[config.mk]
export PLATFORM = sky130hd
export DESIGN_NAME = pjb_convert
export DESIGN_NICKNAME = d
export VERILOG_FILES = /design/src/rtl/pjb_pkg.sv /design/src/rtl/pjb_convert.sv
export SDC_FILE = /design/constraint.sdc
export NUM_CORES = 1
export LEC_CHECK = 0
export BUFFER_PORTS_ARGS = -buffer_cell sky130_fd_sc_hd__buf_2
export CAP_MARGIN = 40
export CORE_MARGIN = 2
export CORE_UTILIZATION = 46
export DETAILED_ROUTE_END_ITERATION = 6
export SETUP_SLACK_MARGIN = 0.3
export SLEW_MARGIN = 20
export SYNTH_ARGS = -nofsm -noshare
export SYNTH_HDL_FRONTEND = slang
export SYNTH_SLANG_ARGS = --single-unit
[constraint.sdc]
create_clock -name i_clk -period 24.9 [get_ports i_clk]
set_input_delay 2.49 -clock i_clk [delete_from_list [all_inputs] [get_ports i_clk]]
set_output_delay 2.49 -clock i_clk [all_outputs]
set_load 0.01 [all_outputs]
[src/rtl/pjb_pkg.sv]
// Shared types and constants for the PCM jitter buffer DAC feeder.
package pjb_pkg;

    // Buffer geometry
    localparam int FIFO_DEPTH = 4096;
    localparam int AW         = $clog2(FIFO_DEPTH);
    localparam int CW         = $clog2(FIFO_DEPTH + 1);

    // Configuration port
    localparam int VOL_W      = 8;
    localparam int PRE_W      = 13;
    localparam int CFG_DW     = 13;
    localparam int CFG_IW     = 1;
    localparam logic [CFG_IW-1:0] REG_VOLUME = 1'd0;
    localparam logic [CFG_IW-1:0] REG_PREBUF = 1'd1;
    localparam logic [VOL_W-1:0]  VOLUME_RST = 8'd100;
    localparam logic [PRE_W-1:0]  PREBUF_RST = 13'd2048;

    // Commands
    localparam logic [1:0] CMD_DATA  = 2'd0;
    localparam logic [1:0] CMD_TICK  = 2'd1;
    localparam logic [1:0] CMD_START = 2'd2;
    localparam logic [1:0] CMD_END   = 2'd3;

    localparam logic [7:0]  SILENCE   = 8'd128;
    localparam logic [15:0] UNDER_MAX = 16'hFFFF;

    // Divide by 100 as multiply by ceil(2^30 / 100), exact for 23-bit inputs
    localparam logic [23:0] RECIP_100 = 24'd10737419;
    localparam int          RECIP_SH  = 30;

    // Output queue geometry
    localparam int OQ_DEPTH = 4;
    localparam int OQ_AW    = $clog2(OQ_DEPTH);
    localparam int OQ_CW    = $clog2(OQ_DEPTH + 1);

    typedef struct packed {
        logic [1:0] cmd;
        logic [7:0] data_byte;
    } t_in;

    typedef struct packed {
        logic [7:0]  dac_sample;
        logic        playing;
        logic        underrun;
        logic [15:0] underrun_total;
        logic        overflow_seen;
    } t_out;

    typedef struct packed {
        logic          valid;
        logic [AW-1:0] addr;
        logic [7:0]    value;
    } t_push;

endpackage

[src/rtl/pjb_convert.sv]
// Three-stage sample conversion: gain, divide by 100, shift, offset and clamp.
module pjb_convert
    import pjb_pkg::*;
(
    input  logic                       i_clk,
    input  logic                       i_rst_n,
    input  logic                       i_valid,
    input  logic [7:0]                 i_lo,
    input  logic [7:0]                 i_hi,
    input  logic [pjb_pkg::VOL_W-1:0]  i_vol,
    input  logic [pjb_pkg::AW-1:0]     i_addr,
    output pjb_pkg::t_push             o_push,
    output logic                       o_busy
);

    // Stage A: signed gain product
    logic signed [15:0] w_s;
    logic signed [8:0]  w_v;
    logic signed [24:0] w_prod;
    logic               r_a_valid;
    logic signed [24:0] r_a_prod;
    logic [AW-1:0]      r_a_addr;

    // Stage B: magnitude divided by 100
    logic [22:0]        w_mag;
    logic [46:0]        w_qfull;
    logic               r_b_valid;
    logic               r_b_neg;
    logic [16:0]        r_b_q;
    logic [AW-1:0]      r_b_addr;

    // Stage C: floor shift, offset and clamp
    logic [17:0]        w_round;
    logic [8:0]         w_m;
    logic [7:0]         w_value;
    t_push              r_c;

    assign w_s    = {i_hi, i_lo};
    assign w_v    = {1'b0, i_vol};
    assign w_prod = w_s * w_v;

    assign w_mag   = r_a_prod[24] ? 23'(-r_a_prod) : 23'(r_a_prod);
    assign w_qfull = {24'd0, w_mag} * {23'd0, RECIP_100};

    assign w_round = 18'(r_b_q) + 18'd255;

    always_comb begin
        if (r_b_neg) begin
            w_m     = 9'(w_round >> 8);
            w_value = (w_m > 9'd128) ? 8'd0 : 8'(9'd128 - w_m);
        end else begin
            w_m     = 9'(r_b_q >> 8);
            w_value = (w_m > 9'd127) ? 8'd255 : 8'(9'd128 + w_m);
        end
    end

    always_ff @(posedge i_clk) begin
        if (!i_rst_n) begin
            r_a_valid <= 1'b0;
            r_b_valid <= 1'b0;
            r_c.valid <= 1'b0;
        end else begin
            r_a_valid <= i_valid;
            r_b_valid <= r_a_valid;
            r_c.valid <= r_b_valid;
        end
        r_a_prod  <= w_prod;
        r_a_addr  <= i_addr;
        r_b_neg   <= r_a_prod[24];
        r_b_q     <= w_qfull[RECIP_SH +: 17];
        r_b_addr  <= r_a_addr;
        r_c.addr  <= r_b_addr;
        r_c.value <= w_value;
    end

    assign o_push = r_c;
    assign o_busy = r_a_valid | r_b_valid | r_c.valid;

endmodule

==> run_summary.xml <==
<?xml version="1.0" encoding="UTF-8"?>
<metrics>
  <group name="layout">
    <metric name="drive_gt1_share" unit="%">5.851</metric>
    <metric name="nets" unit="">2298</metric>
    <metric name="antenna_cells_inserted" unit="">0</metric>
    <metric name="area_used_by_sequential_logic_in_the_layout" unit="um^2">1782</metric>
    <metric name="area_delta_synth_final" unit="%">7.278</metric>
    <metric name="post-route-util" unit="%">49.86</metric>
    <metric name="n_fill_cell" unit="">3236</metric>
    <metric name="multi_input_comb_area" unit="um^2">12330</metric>
  </group>
  <group name="synth">
    <metric name="synth_sequential_area_ratio" unit="%">11.18</metric>
    <metric name="count_of_flip_flops_with_a_built_in_enable_after_synthesis" unit="">0</metric>
    <metric name="postSynth.asyncResetShare" unit="%">0</metric>
    <metric name="synthesis.yosys.warnings" unit="">0</metric>
    <metric name="most_instantiated_library_cell_after_synthesis" unit="">inv_1</metric>
    <metric name="synth_flop_cell" unit="">dfxtp_1</metric>
    <metric name="synthDominantCellAreaShare" unit="%">37.18</metric>
    <metric name="synth.area.top_cells" unit="">fa_1 (37%), ha_1 (23%), inv_1 (11%)</metric>
    <metric name="syn-mean-instance-area" unit="um^2">9.929</metric>
    <metric name="post-synth-top-area-cell" unit="">fa_1</metric>
    <metric name="synthesis.area" unit="um^2">15940</metric>
    <metric name="flops_latches_synth" unit="">89</metric>
    <metric name="post_synth_inst_count" unit="">1605</metric>
    <metric name="synth.cells.most_frequent" unit="">inv_1 (475), fa_1 (296), ha_1 (293), dfxtp_1 (89), nand2_1 (84)</metric>
    <metric name="synth_cell_types" unit="">54</metric>
    <metric name="synth_nets" unit="">2233</metric>
  </group>
  <group name="route">
    <metric name="drc" unit="">0</metric>
    <metric name="drt_pass1_iterations" unit="">4</metric>
    <metric name="wl_per_cell" unit="um">15.69</metric>
    <metric name="detail_route.vias_per_cell" unit="">4.803</metric>
    <metric name="antenna_left" unit="">0</metric>
    <metric name="dr.first_iter.drc_count" unit="">346</metric>
    <metric name="num_vias" unit="">10230</metric>
    <metric name="totalWireLength" unit="um">33420</metric>
  </group>
  <group name="floorplanning">
    <metric name="core-area" unit="um^2">34290</metric>
    <metric name="floorplan.die.width" unit="um">190.1</metric>
    <metric name="pin_count" unit="">61</metric>
    <metric name="start_util" unit="%">46.48</metric>
    <metric name="row_count" unit="">68</metric>
    <metric name="die_area" unit="um^2">36150</metric>
    <metric name="die_height" unit="um">190.1</metric>
  </group>
  <group name="timing">
    <metric name="final-setup-viol-count" unit="">0</metric>
    <metric name="fin_crit_sh" unit="%">36.84</metric>
    <metric name="timing.fmax" unit="MHz">109.0</metric>
    <metric name="unrepaired_setup_endpoints_after_global_routing" unit="">false</metric>
    <metric name="final.setup.tns" unit="ps">0</metric>
    <metric name="finalWorstSetupSlack" unit="ps">15730</metric>
    <metric name="report.final.hold_viol_count" unit="">0</metric>
    <metric name="worst_pin_slew" unit="ps">879.8</metric>
    <metric name="worst_slack_on_hold_paths" unit="ps">326.1</metric>
    <metric name="timing.max_slew.rel_slack" unit="%">40.92</metric>
    <metric name="fin_worst_skew" unit="ps">10.76</metric>
    <metric name="maxSlewViolCount" unit="">0</metric>
    <metric name="post-route-min-period" unit="ps">9174</metric>
  </group>
  <group name="placement">
    <metric name="io_buffer_count" unit="">60</metric>
    <metric name="placed_wire_length_estimate" unit="um">30440</metric>
    <metric name="place_ws" unit="ps">15710</metric>
    <metric name="gpl.final_weighted_congestion" unit="">0.9038</metric>
  </group>
  <group name="clock_tree">
    <metric name="numCtsBuffers" unit="">9</metric>
    <metric name="cts_max_level" unit="">3</metric>
    <metric name="cts_num_sinks" unit="">89</metric>
    <metric name="post_cts_setup_repair_bufs" unit="">0</metric>
    <metric name="max-clock-path-buffers" unit="">2</metric>
    <metric name="clock_latency" unit="ps">350</metric>
    <metric name="number_of_instances_resized_during_post_cts_repair" unit="">0</metric>
    <metric name="clk_pin_slew" unit="ps">70</metric>
    <metric name="cts_tree" unit="">yes</metric>
    <metric name="holdBufCountCts" unit="">0</metric>
    <metric name="cts-root-buf" unit="">clkbuf_16</metric>
  </group>
  <group name="global_route">
    <metric name="gr_util_all_layers" unit="%">19.71</metric>
    <metric name="grt_max_degree" unit="">25</metric>
    <metric name="grt_overflow" unit="">0</metric>
    <metric name="grt_pass1_vias" unit="">10960</metric>
    <metric name="grt_antenna_before_repair" unit="">0</metric>
    <metric name="global_route_wire_length_before_repair" unit="um">55770</metric>
  </group>
  <group name="worst_setup_path">
    <metric name="timing.critical_path.from" unit="">r_a_prod[0]</metric>
    <metric name="r2r-end" unit="">r_b_q[16]</metric>
    <metric name="critical_path.endpoint" unit="">r_b_q[16]</metric>
    <metric name="path_depth" unit="">31</metric>
    <metric name="worst_r2r_path_depth" unit="">31</metric>
    <metric name="cpMaxStageDelayCell" unit="">o41ai_1</metric>
    <metric name="path_common_cell" unit="">inv_1</metric>
    <metric name="crit_path_end_kind" unit="">flip-flop</metric>
    <metric name="path_delay_family" unit="">adder cells</metric>
    <metric name="worst_path_max_fanout" unit="">12</metric>
    <metric name="crit_arrival" unit="ps">9410</metric>
    <metric name="worst_setup_path_type" unit="">reg -&gt; reg</metric>
    <metric name="reg2reg_setup_slack" unit="ps">15730</metric>
    <metric name="max_stage_delay" unit="ps">590</metric>
    <metric name="cp.required" unit="ps">25130</metric>
    <metric name="timing.critical_path.from_type" unit="">flip-flop</metric>
    <metric name="worst_r2r_startpoint" unit="">r_a_prod[0]</metric>
    <metric name="cp_num_buf_inv" unit="">7</metric>
  </group>
  <group name="job">
    <metric name="max_cap_viol_count" unit="">0</metric>
  </group>
  <group name="run_status">
    <metric name="outcome" unit="">finished, final reports clean</metric>
  </group>
  <group name="worst_hold_path">
    <metric name="hold_path_class" unit="">reg -&gt; reg</metric>
  </group>
</metrics>
## cells by family (layout without fill, tap and decap cells)
kind of cell	Yosys count	count (layout)	share of synthesized area, %
compound gates	118	118	5.205
xor+xnor	68	68	3.737
fa+ha+maj	589	589	60.19
buf+inv	487	557	11.47
flops	89	89	11.18
simple gates	254	254	8.220
## registers in the layout, indices dropped and copies added, names as in the netlist
register,count
r_a_valid,1
r_a_addr,12
r_b_valid,1
r_b_neg,1
r_b_addr,12
o_push,21
r_b_q,17
r_a_prod,24
## placed cells by master (no fill, tap or decap), types with 7 or more instances in the layout
cell,count
nand3_1,10
nor2_1,28
xor2_1,19
nand2b_1,8
o21ai_0,26
ha_1,293
inv_1,475
clkbuf_16,9
nor3_1,11
buf_2,62
nor4_1,7
nand2_1,84
a21oi_1,27
and2_1,83
a21o_1,9
fa_1,296
dfxtp_1,89
xnor2_1,49
o21bai_1,7
## worst register-to-register path, delay by kind of cell (launching register included)
family | cells | cell delay (ps)
compound gates | 7 | 2030
xor+xnor | 2 | 460
fa+ha+maj | 9 | 3970
buf+inv | 7 | 810
flops | 1 | 550
simple gates | 6 | 1260
## final cells by class
class                           count  share of cell area, %
Clock buffer                        9                  1.317
Timing Repair Buffer               66                  1.991
Inverter                          475                  10.43
Multi-Input combinational cell   1029                  72.10
Tap cell                          455                  3.330
Clock inverter                      7                 0.4098
Sequential cell                    89                  10.42
## layer usage
metal / wire length, um / up-vias / track usage, %
li1: - / 5005 / -
met1: 15510 / 5055 / 27.11
met2: 16110 / 145 / 33.31
met3: 1197 / 26 / 2.509
met4: 606 / 0 / 4.413
met5: 0 / - / 0
## through the flow
step,cells,area (um^2)
2_1_floorplan,1605,15940
3_3_place_gp,2111,16780
3_5_place_dp,2113,16800
4_1_cts,2129,17090
5_1_grt,2130,17100
6_report,2130,17100
## worst min-delay path by stage
stage / depth (start not counted) / slack, ps / endpoint / from
detailed placement: 0 / 310 / o_push[13] / r_b_addr[5]
global route: 0 / 330 / o_push[14] / r_b_addr[6]
CTS: 0 / 320 / o_push[12] / r_b_addr[4]
finish: 0 / 330 / r_b_addr[5] / r_a_addr[5]
global placement: 0 / 310 / o_push[9] / r_b_addr[1]
floorplan: 0 / 310 / o_push[10] / r_b_addr[2]
Power is not shown: default switching activity piles up to over one toggle a cycle in this logic, so the estimate is an artifact.
