### config.mk
export PLATFORM = sky130hd
export DESIGN_NAME = pjb_out_queue
export DESIGN_NICKNAME = d
export VERILOG_FILES = /design/src/rtl/pjb_pkg.sv /design/src/rtl/pjb_out_queue.sv
export SDC_FILE = /design/constraint.sdc
export NUM_CORES = 1
export LEC_CHECK = 0
export ABC_CLOCK_PERIOD_IN_PS = 2440
export BUFFER_PORTS_ARGS = -buffer_cell sky130_fd_sc_hd__buf_2
export CORE_MARGIN = 2
export CORE_UTILIZATION = 56
export DETAILED_ROUTE_END_ITERATION = 8
export PLACE_DENSITY_LB_ADDON = 0.3
export SLEW_MARGIN = 30
export SYNTH_ARGS = -nofsm -noshare
export SYNTH_HDL_FRONTEND = slang
export SYNTH_SLANG_ARGS = --single-unit
### constraint.sdc
create_clock -name i_clk -period 2.44 [get_ports i_clk]
set_input_delay 0.122 -clock i_clk [delete_from_list [all_inputs] [get_ports i_clk]]
set_output_delay 0.122 -clock i_clk [all_outputs]
set_load 0.01 [all_outputs]
### src/rtl/pjb_pkg.sv
// Shared types and constants for the PCM jitter buffer DAC feeder.
package pjb_pkg;

    // Buffer geometry
    localparam int FIFO_DEPTH = 4096;
    localparam int AW         = $clog2(FIFO_DEPTH);
    localparam int CW         = $clog2(FIFO_DEPTH + 1);

    // Configuration port
    localparam int VOL_W      = 8;
    localparam int PRE_W      = 13;
    localparam int CFG_DW     = 13;
    localparam int CFG_IW     = 1;
    localparam logic [CFG_IW-1:0] REG_VOLUME = 1'd0;
    localparam logic [CFG_IW-1:0] REG_PREBUF = 1'd1;
    localparam logic [VOL_W-1:0]  VOLUME_RST = 8'd100;
    localparam logic [PRE_W-1:0]  PREBUF_RST = 13'd2048;

    // Commands
    localparam logic [1:0] CMD_DATA  = 2'd0;
    localparam logic [1:0] CMD_TICK  = 2'd1;
    localparam logic [1:0] CMD_START = 2'd2;
    localparam logic [1:0] CMD_END   = 2'd3;

    localparam logic [7:0]  SILENCE   = 8'd128;
    localparam logic [15:0] UNDER_MAX = 16'hFFFF;

    // Divide by 100 as multiply by ceil(2^30 / 100), exact for 23-bit inputs
    localparam logic [23:0] RECIP_100 = 24'd10737419;
    localparam int          RECIP_SH  = 30;

    // Output queue geometry
    localparam int OQ_DEPTH = 4;
    localparam int OQ_AW    = $clog2(OQ_DEPTH);
    localparam int OQ_CW    = $clog2(OQ_DEPTH + 1);

    typedef struct packed {
        logic [1:0] cmd;
        logic [7:0] data_byte;
    } t_in;

    typedef struct packed {
        logic [7:0]  dac_sample;
        logic        playing;
        logic        underrun;
        logic [15:0] underrun_total;
        logic        overflow_seen;
    } t_out;

    typedef struct packed {
        logic          valid;
        logic [AW-1:0] addr;
        logic [7:0]    value;
    } t_push;

endpackage

### src/rtl/pjb_out_queue.sv
// Small result queue between the tick path and the output channel.
module pjb_out_queue
    import pjb_pkg::*;
(
    input  logic                       i_clk,
    input  logic                       i_rst_n,
    input  logic                       i_push,
    input  pjb_pkg::t_out              i_data,
    output logic                       o_valid,
    input  logic                       i_ready,
    output pjb_pkg::t_out              o_data,
    output logic [pjb_pkg::OQ_CW-1:0]  o_level
);

    t_out             r_mem [OQ_DEPTH];
    logic [OQ_AW-1:0] r_head;
    logic [OQ_AW-1:0] r_tail;
    logic [OQ_CW-1:0] r_cnt;
    logic             w_pop;

    assign o_valid = (r_cnt != '0);
    assign w_pop   = o_valid & i_ready;

    always_ff @(posedge i_clk) begin
        if (!i_rst_n) begin
            r_head <= '0;
            r_tail <= '0;
            r_cnt  <= '0;
        end else begin
            if (i_push) begin
                r_tail <= r_tail + 1'b1;
            end
            if (w_pop) begin
                r_head <= r_head + 1'b1;
            end
            unique case ({i_push, w_pop})
                2'b10:   r_cnt <= r_cnt + 1'b1;
                2'b01:   r_cnt <= r_cnt - 1'b1;
                default: r_cnt <= r_cnt;
            endcase
        end
    end

    always_ff @(posedge i_clk) begin
        if (i_push) begin
            r_mem[r_tail] <= i_data;
        end
    end

    assign o_data  = r_mem[r_head];
    assign o_level = r_cnt;

endmodule

==> results of run 1 <==
## tightest hold or removal path, delay by kind of cell
family	cells	cell delay, ps
AO/OA/AOI/OAI	1	100
buffers and inverters	1	110
XOR/XNOR	1	60
AND/OR/NAND/NOR	1	160
## worst paths after layout
kind	start	endpoint	slack, ps	cells past startpoint
worst max-delay path	register	o_data[22]	250	3
worst min-delay path	i_ready	register	90	4
worst max register to register	o_level[0]	o_level[2]	510	7
worst min register to register	o_level[2]	o_level[2]	550	2
## metrics by stage
step / power, mW / cells / area, sq um / worst slack, ps
after floorplan: 3.087 / 187 / 4403 / 572.1
after detailed placement: 3.370 / 355 / 4866 / 525.2
after global routing: 6.127 / 416 / 5776 / 116.0
after CTS: 5.962 / 416 / 5776 / 198.5
after global placement: 3.359 / 355 / 4866 / 597.1
final: 5.912 / 416 / 5776 / 254.0
## layout make-up
class / count / area, sq um
clock buffer: 17 / 414.1
sequential: 117 / 3425
timing repair buffer: 101 / 690.7
inverter: 6 / 22.52
clock inverter: 15 / 205.2
fill: 454 / 1912
multi-input combinational: 58 / 890.9
tap: 102 / 127.6
## kinds of logic (layout without fill, tap and decap cells)
| family | count (synthesis) | after routing |
|---|---|---|
| flip-flops | 117 | 117 |
| multiplexers | 28 | 28 |
| AND/OR/NAND/NOR | 14 | 14 |
| buffers and inverters | 12 | 139 |
| adder cells (fa/ha/maj) | 6 | 6 |
| AO/OA/AOI/OAI | 5 | 5 |
| XOR/XNOR | 5 | 5 |
## metal layers
metal  part of all wire, %  global-route usage [%]
met1                    40                   24.42
met2                    53                   34.67
met3                   4.4                   6.998
met4                   2.3                   8.824
met5                     0                       0
## cells in the mapped netlist, types with 2 or more instances
master,number
edfxtp_1,108
mux4_2,20
dfxtp_1,9
and2_1,8
mux4_1,7
inv_1,6
ha_1,5
buf_2,3
nor2b_1,3
xnor2_1,3
buf_12,2
o21ai_0,2
or3_1,2
xor2_1,2
## what timing repair did
action / CTS / global route
hold buffers: 29 / 0
gates resized for setup: 0 / 0
hold endpoints to repair: 117 / 0
## power groups by stage
stage	Clock [mW]	Combinational [mW]	Sequential [mW]
after global routing	2.67	1.00	2.45
after global placement	0	0.894	2.46
final	2.55	0.929	2.43
after CTS	2.58	0.947	2.43
after detailed placement	0	0.898	2.47
after floorplan	0	0.670	2.42
## state kept, by name (all words and copies together), names as in the netlist, named ones only
register and count:
o_level 3, r_head 2, r_mem 108, r_tail 2
==> results.cfg, run 1 <==
[power]
switching_share_pct = 23.87
clockPowerShare_pct = 43.2
total_leakage_power_nw = 2.072
switchingPower_mw = 1.411
p_int_mw = 4.501
p_seq_share_pct = 41.1
irDropWorstVdd_v = 0.0007403
power.density_mw_per_mm2 = 1024
comb_power_share_pct = 15.7

[critical_path]
cp_top_family = flip-flops
worstPathCellList = buf_12 -> mux4_1 -> buf_2
crit_fanout = 16
critical_path_class = register to output pin
max_stage_delay_ps = 600
start_kind = register
cp_num_buf_inv = 2
cpMaxStageDelayCell = dfxtp_2
critPathRequiredTime_ps = 2320
critPathArrivalTime_ps = 2060
crit_path_end_kind = output pin

[layout]
layout_common_cells = edfxtp_1, buf_2, dlygate4sd3_1, mux4_2, clkbuf_16
drive_gt1_share_pct = 39.81
antenna_cells = 0
layout_commonest_cell = edfxtp_1
layout.nets = 338
area_growth_syn_to_layout_pct = 31.17
utilization_pct = 75.13

[detailed_routing]
dr.pass1.iters = 4
wl_mm = 7.812
drc_errors = 0
wl_per_cell_um = 18.78
viasPerCell = 5.276
ant_nets = 0
drtIter0Drc = 142
vias = 2195

[logic_synthesis]
ys_top_cells_by_area = edfxtp_1, mux4_2, mux4_1
synth-edff-count = 108
synth-simple-area-share_pct = 1.932
synth_nets = 224
ys.warnings.count = 0
async_flop_share_pct = 0
synth_compound_area_share_pct = 0.7957
synth_top_area_share_pct = 73.66
synth_ff_type = edfxtp_1
synth_xor_area_share_pct = 0.9946
synth_top_family_by_area = multiplexers
syn_area_per_cell_sq_um = 23.55
synthAdderAreaFrac_pct = 1.876
syn_area_sq_mm = 0.004403
synth_top_cell_by_area = edfxtp_1
netlist_instances = 187
ys_ff_latch = 117
muxShareOfSynthArea_pct = 14.63
ys_seq_area_share_pct = 77.75
synth_cell_types = 21

[die]
std_cell_rows = 32
io-pin-count = 62
fp.dieH_um = 92.67
dieWidth_um = 92.67
start_util_pct = 57.28
die_area_sq_mm = 0.008588
core_area_sq_mm = 0.007687

[sta]
fin_skew_ps = 2.944
setup_violations = 0
slew_viol_final = 0
rsz0062_at_grt = no
setup_tns_ps = 0
slew_headroom_pct = 66.14
fmaxAchievable_ghz = 0.4575
whs_ps = 89.97
hold_viol_final = 0
finalCritPeriodShare_pct = 89.59
tightest_slew_ps = 507.2
min_period_ps = 2186

[clock_tree]
cts.sinks = 117
htree_levels = 4
cts_root_buffer = clkbuf_8
clockBufferDepth = 2
clk_pin_slew_worst_paths_ps = 60
postCtsSetupBuffers = 0
cts_buffers = 17
worstSkewPairLatency_ps = 510
cts_tree = yes

[flow_run]
drv_cap = 0

[global_route]
grt_start_max_net_pins = 18
grt_pass1_wl_mm = 12.45
grt_use_total_pct = 20.60
antenna_found_initial = 0
grt_pass1_vias = 2395
gr-total-overflow = 0

[placement]
hpwl_mm = 4.355
portBuffers = 61
gp_congestion = 0.7244

[worst_hold_path]
hold_path.class = input pin to register

[status]
status = finished, final reports clean
No activity file was read; power rests on OpenSTA's default activity.
==> run 2: changes to the inputs <==
==> constraint.sdc (replaced) <==
create_clock -name i_clk -period 2.44 [get_ports i_clk]
set_input_delay 0.244 -clock i_clk [delete_from_list [all_inputs] [get_ports i_clk]]
set_output_delay 0.244 -clock i_clk [all_outputs]
set_load 0.01 [all_outputs]
==> run 2 against run 1 <==
  * Clock power up 5%
  * Cell area shrank 0.46%
  * Non-clock buffer count fell by 7
  * Final cell count decreased by 1.7%
  * Setup slack improved by 55 ps
  * Sequential share of layout area up 0.27 points
  * Die area is the same
  * Count of clock-buffer cells in the layout grew 1
  * Register-to-register slack barely moved
  * Critical endpoint is now o_data[19]
  * Highest routed layer unchanged
==> results.cfg, run 2 (synthesized netlist as in run 1, its figures left out) <==
[detailed_routing]
vias = 2191
wl_met1_mm = 3.080
met3WireLength_um = 373
wl_per_cell_um = 18.82
drtIter0Drc = 153
drc_errors = 0
viasPerCell = 5.357
ant_nets = 0
wl_mm = 7.699
met2_length_mm = 4.106
top_layer = met4
dr.pass1.iters = 5

[sta]
fmaxAchievable_ghz = 0.4694
tightest_slew_ps = 425.3
hold_viol_final = 0
slew_viol_final = 0
rsz0062_at_grt = no
slew_headroom_pct = 71.65
whs_ps = 48.49
fin_skew_ps = 5.692
setup_violations = 0
min_period_ps = 2131
finalCritPeriodShare_pct = 87.32
setup_tns_ps = 0

[die]
std_cell_rows = 32
core_area_sq_mm = 0.007687
fp.dieH_um = 92.67
die_area_sq_mm = 0.008588
dieWidth_um = 92.67
start_util_pct = 57.28
io-pin-count = 62

[worst_hold_path]
hp-start = i_rst_n
hold_path_depth = 2
holdPathEnd = o_level[0]
hold_path.class = input pin to register

[clock_tree]
cts_root_buffer = clkbuf_8
worstSkewPairLatency_ps = 510
htree_levels = 4
cts_tree = yes
clockBufferDepth = 2
cts_buffers = 17
hold_buffers = 27
clk_pin_slew_worst_paths_ps = 50
postCtsSetupBuffers = 0
ctsResizeCount = 0
cts.sinks = 117

[critical_path]
r2r_end = o_level[2]
crit_fanout = 27
start_kind = register
timing.rr.start = o_level[0]
critPathArrivalTime_ps = 1890
critPathRequiredTime_ps = 2200
max_stage_delay_ps = 620
cpMaxStageDelayCell = mux4_1
reg2regPathDepth = 7
worstPathCellList = buf_12 -> mux4_1 -> buf_2
regToRegSetupSlack_ps = 510
critical_path_class = register to output pin
crit_path_end_kind = output pin

[layout]
fill_cells = 459
largest_reg_flops = 108
antenna_cells = 0
drive_gt1_share_pct = 38.11
layout_common_cells = edfxtp_1, buf_2, dlygate4sd3_1, mux4_2, clkbuf_16
layout_commonest_cell = edfxtp_1
post-route-cell-area_sq_mm = 0.005749
area_growth_syn_to_layout_pct = 30.58
layout.nets = 331
top_register = r_mem

[power]
irDropWorstVdd_v = 0.0008660
power.density_mw_per_mm2 = 1052
total_leakage_power_nw = 2.048

[global_route]
grt_start_max_net_pins = 28
antenna_found_initial = 0
gr-total-overflow = 0
grt_pass1_wl_mm = 12.16
grt_use_total_pct = 20.03
grt_pass1_vias = 2341

[placement]
hpwl_mm = 3.967
gp_congestion = 0.7671
portBuffers = 61
place_area_sq_mm = 0.004828

[flow_run]
drv_cap = 0

[status]
status = finished, final reports clean
==> run 2: critical path: cells and delay by family (launching register included) <==
| kind | cells | cell delay (ps) |
|---|---|---|
| DFF | 1 | 350 |
| buffers and inverters | 2 | 390 |
| muxes | 1 | 620 |
==> run 2: cell type report <==
cell class,count,area [sq um],area share [%]
Sequential cell,117,3425,59.56
Clock inverter,14,232.7,4.048
Tap cell,102,127.6,2.220
Clock buffer,18,417.9,7.269
Multi-Input combinational cell,58,890.9,15.50
Timing Repair Buffer,94,633.1,11.01
Inverter,6,22.52,0.3917
==> run 2: per-stage QoR <==
| stage | std cells | util (%) | worst slack, ps | total power, mW |
|---|---|---|---|---|
| global route | 409 | 74.79 | 239.7 | 6.261 |
| floorplan | 187 | - | 572.1 | 3.087 |
| CTS | 409 | 74.79 | 265.7 | 6.096 |
| finish | 409 | 74.79 | 309.4 | 6.047 |
| detailed placement | 350 | 62.81 | 509.9 | 3.367 |
| global placement | 350 | 62.81 | 578.6 | 3.349 |
==> run 2: per-layer routing <==
metal | up-vias | global-route usage, %
met3 | 17 | 7.567
li1 | 993 | -
met4 | 0 | 8.088
met1 | 1111 | 24.45
met2 | 70 | 32.66
met5 | - | 0
==> run 2: how the worst max path moves through the flow <==
stage / from / end / slack, ps / cells after the start
3_3_place_gp: o_level[0] / o_level[2] / 580 / 7
6_report: register / o_data[19] / 310 / 3
4_1_cts: register / o_data[19] / 270 / 3
2_1_floorplan: o_level[0] / o_level[2] / 570 / 7
3_5_place_dp: o_level[0] / o_level[2] / 510 / 7
5_1_grt: register / o_data[19] / 240 / 3
==> run 2: power breakdown <==
group	switching, mW	internal [mW]
Combinational	0.469	0.502
Sequential	0.0658	2.33
Clock	0.829	1.85
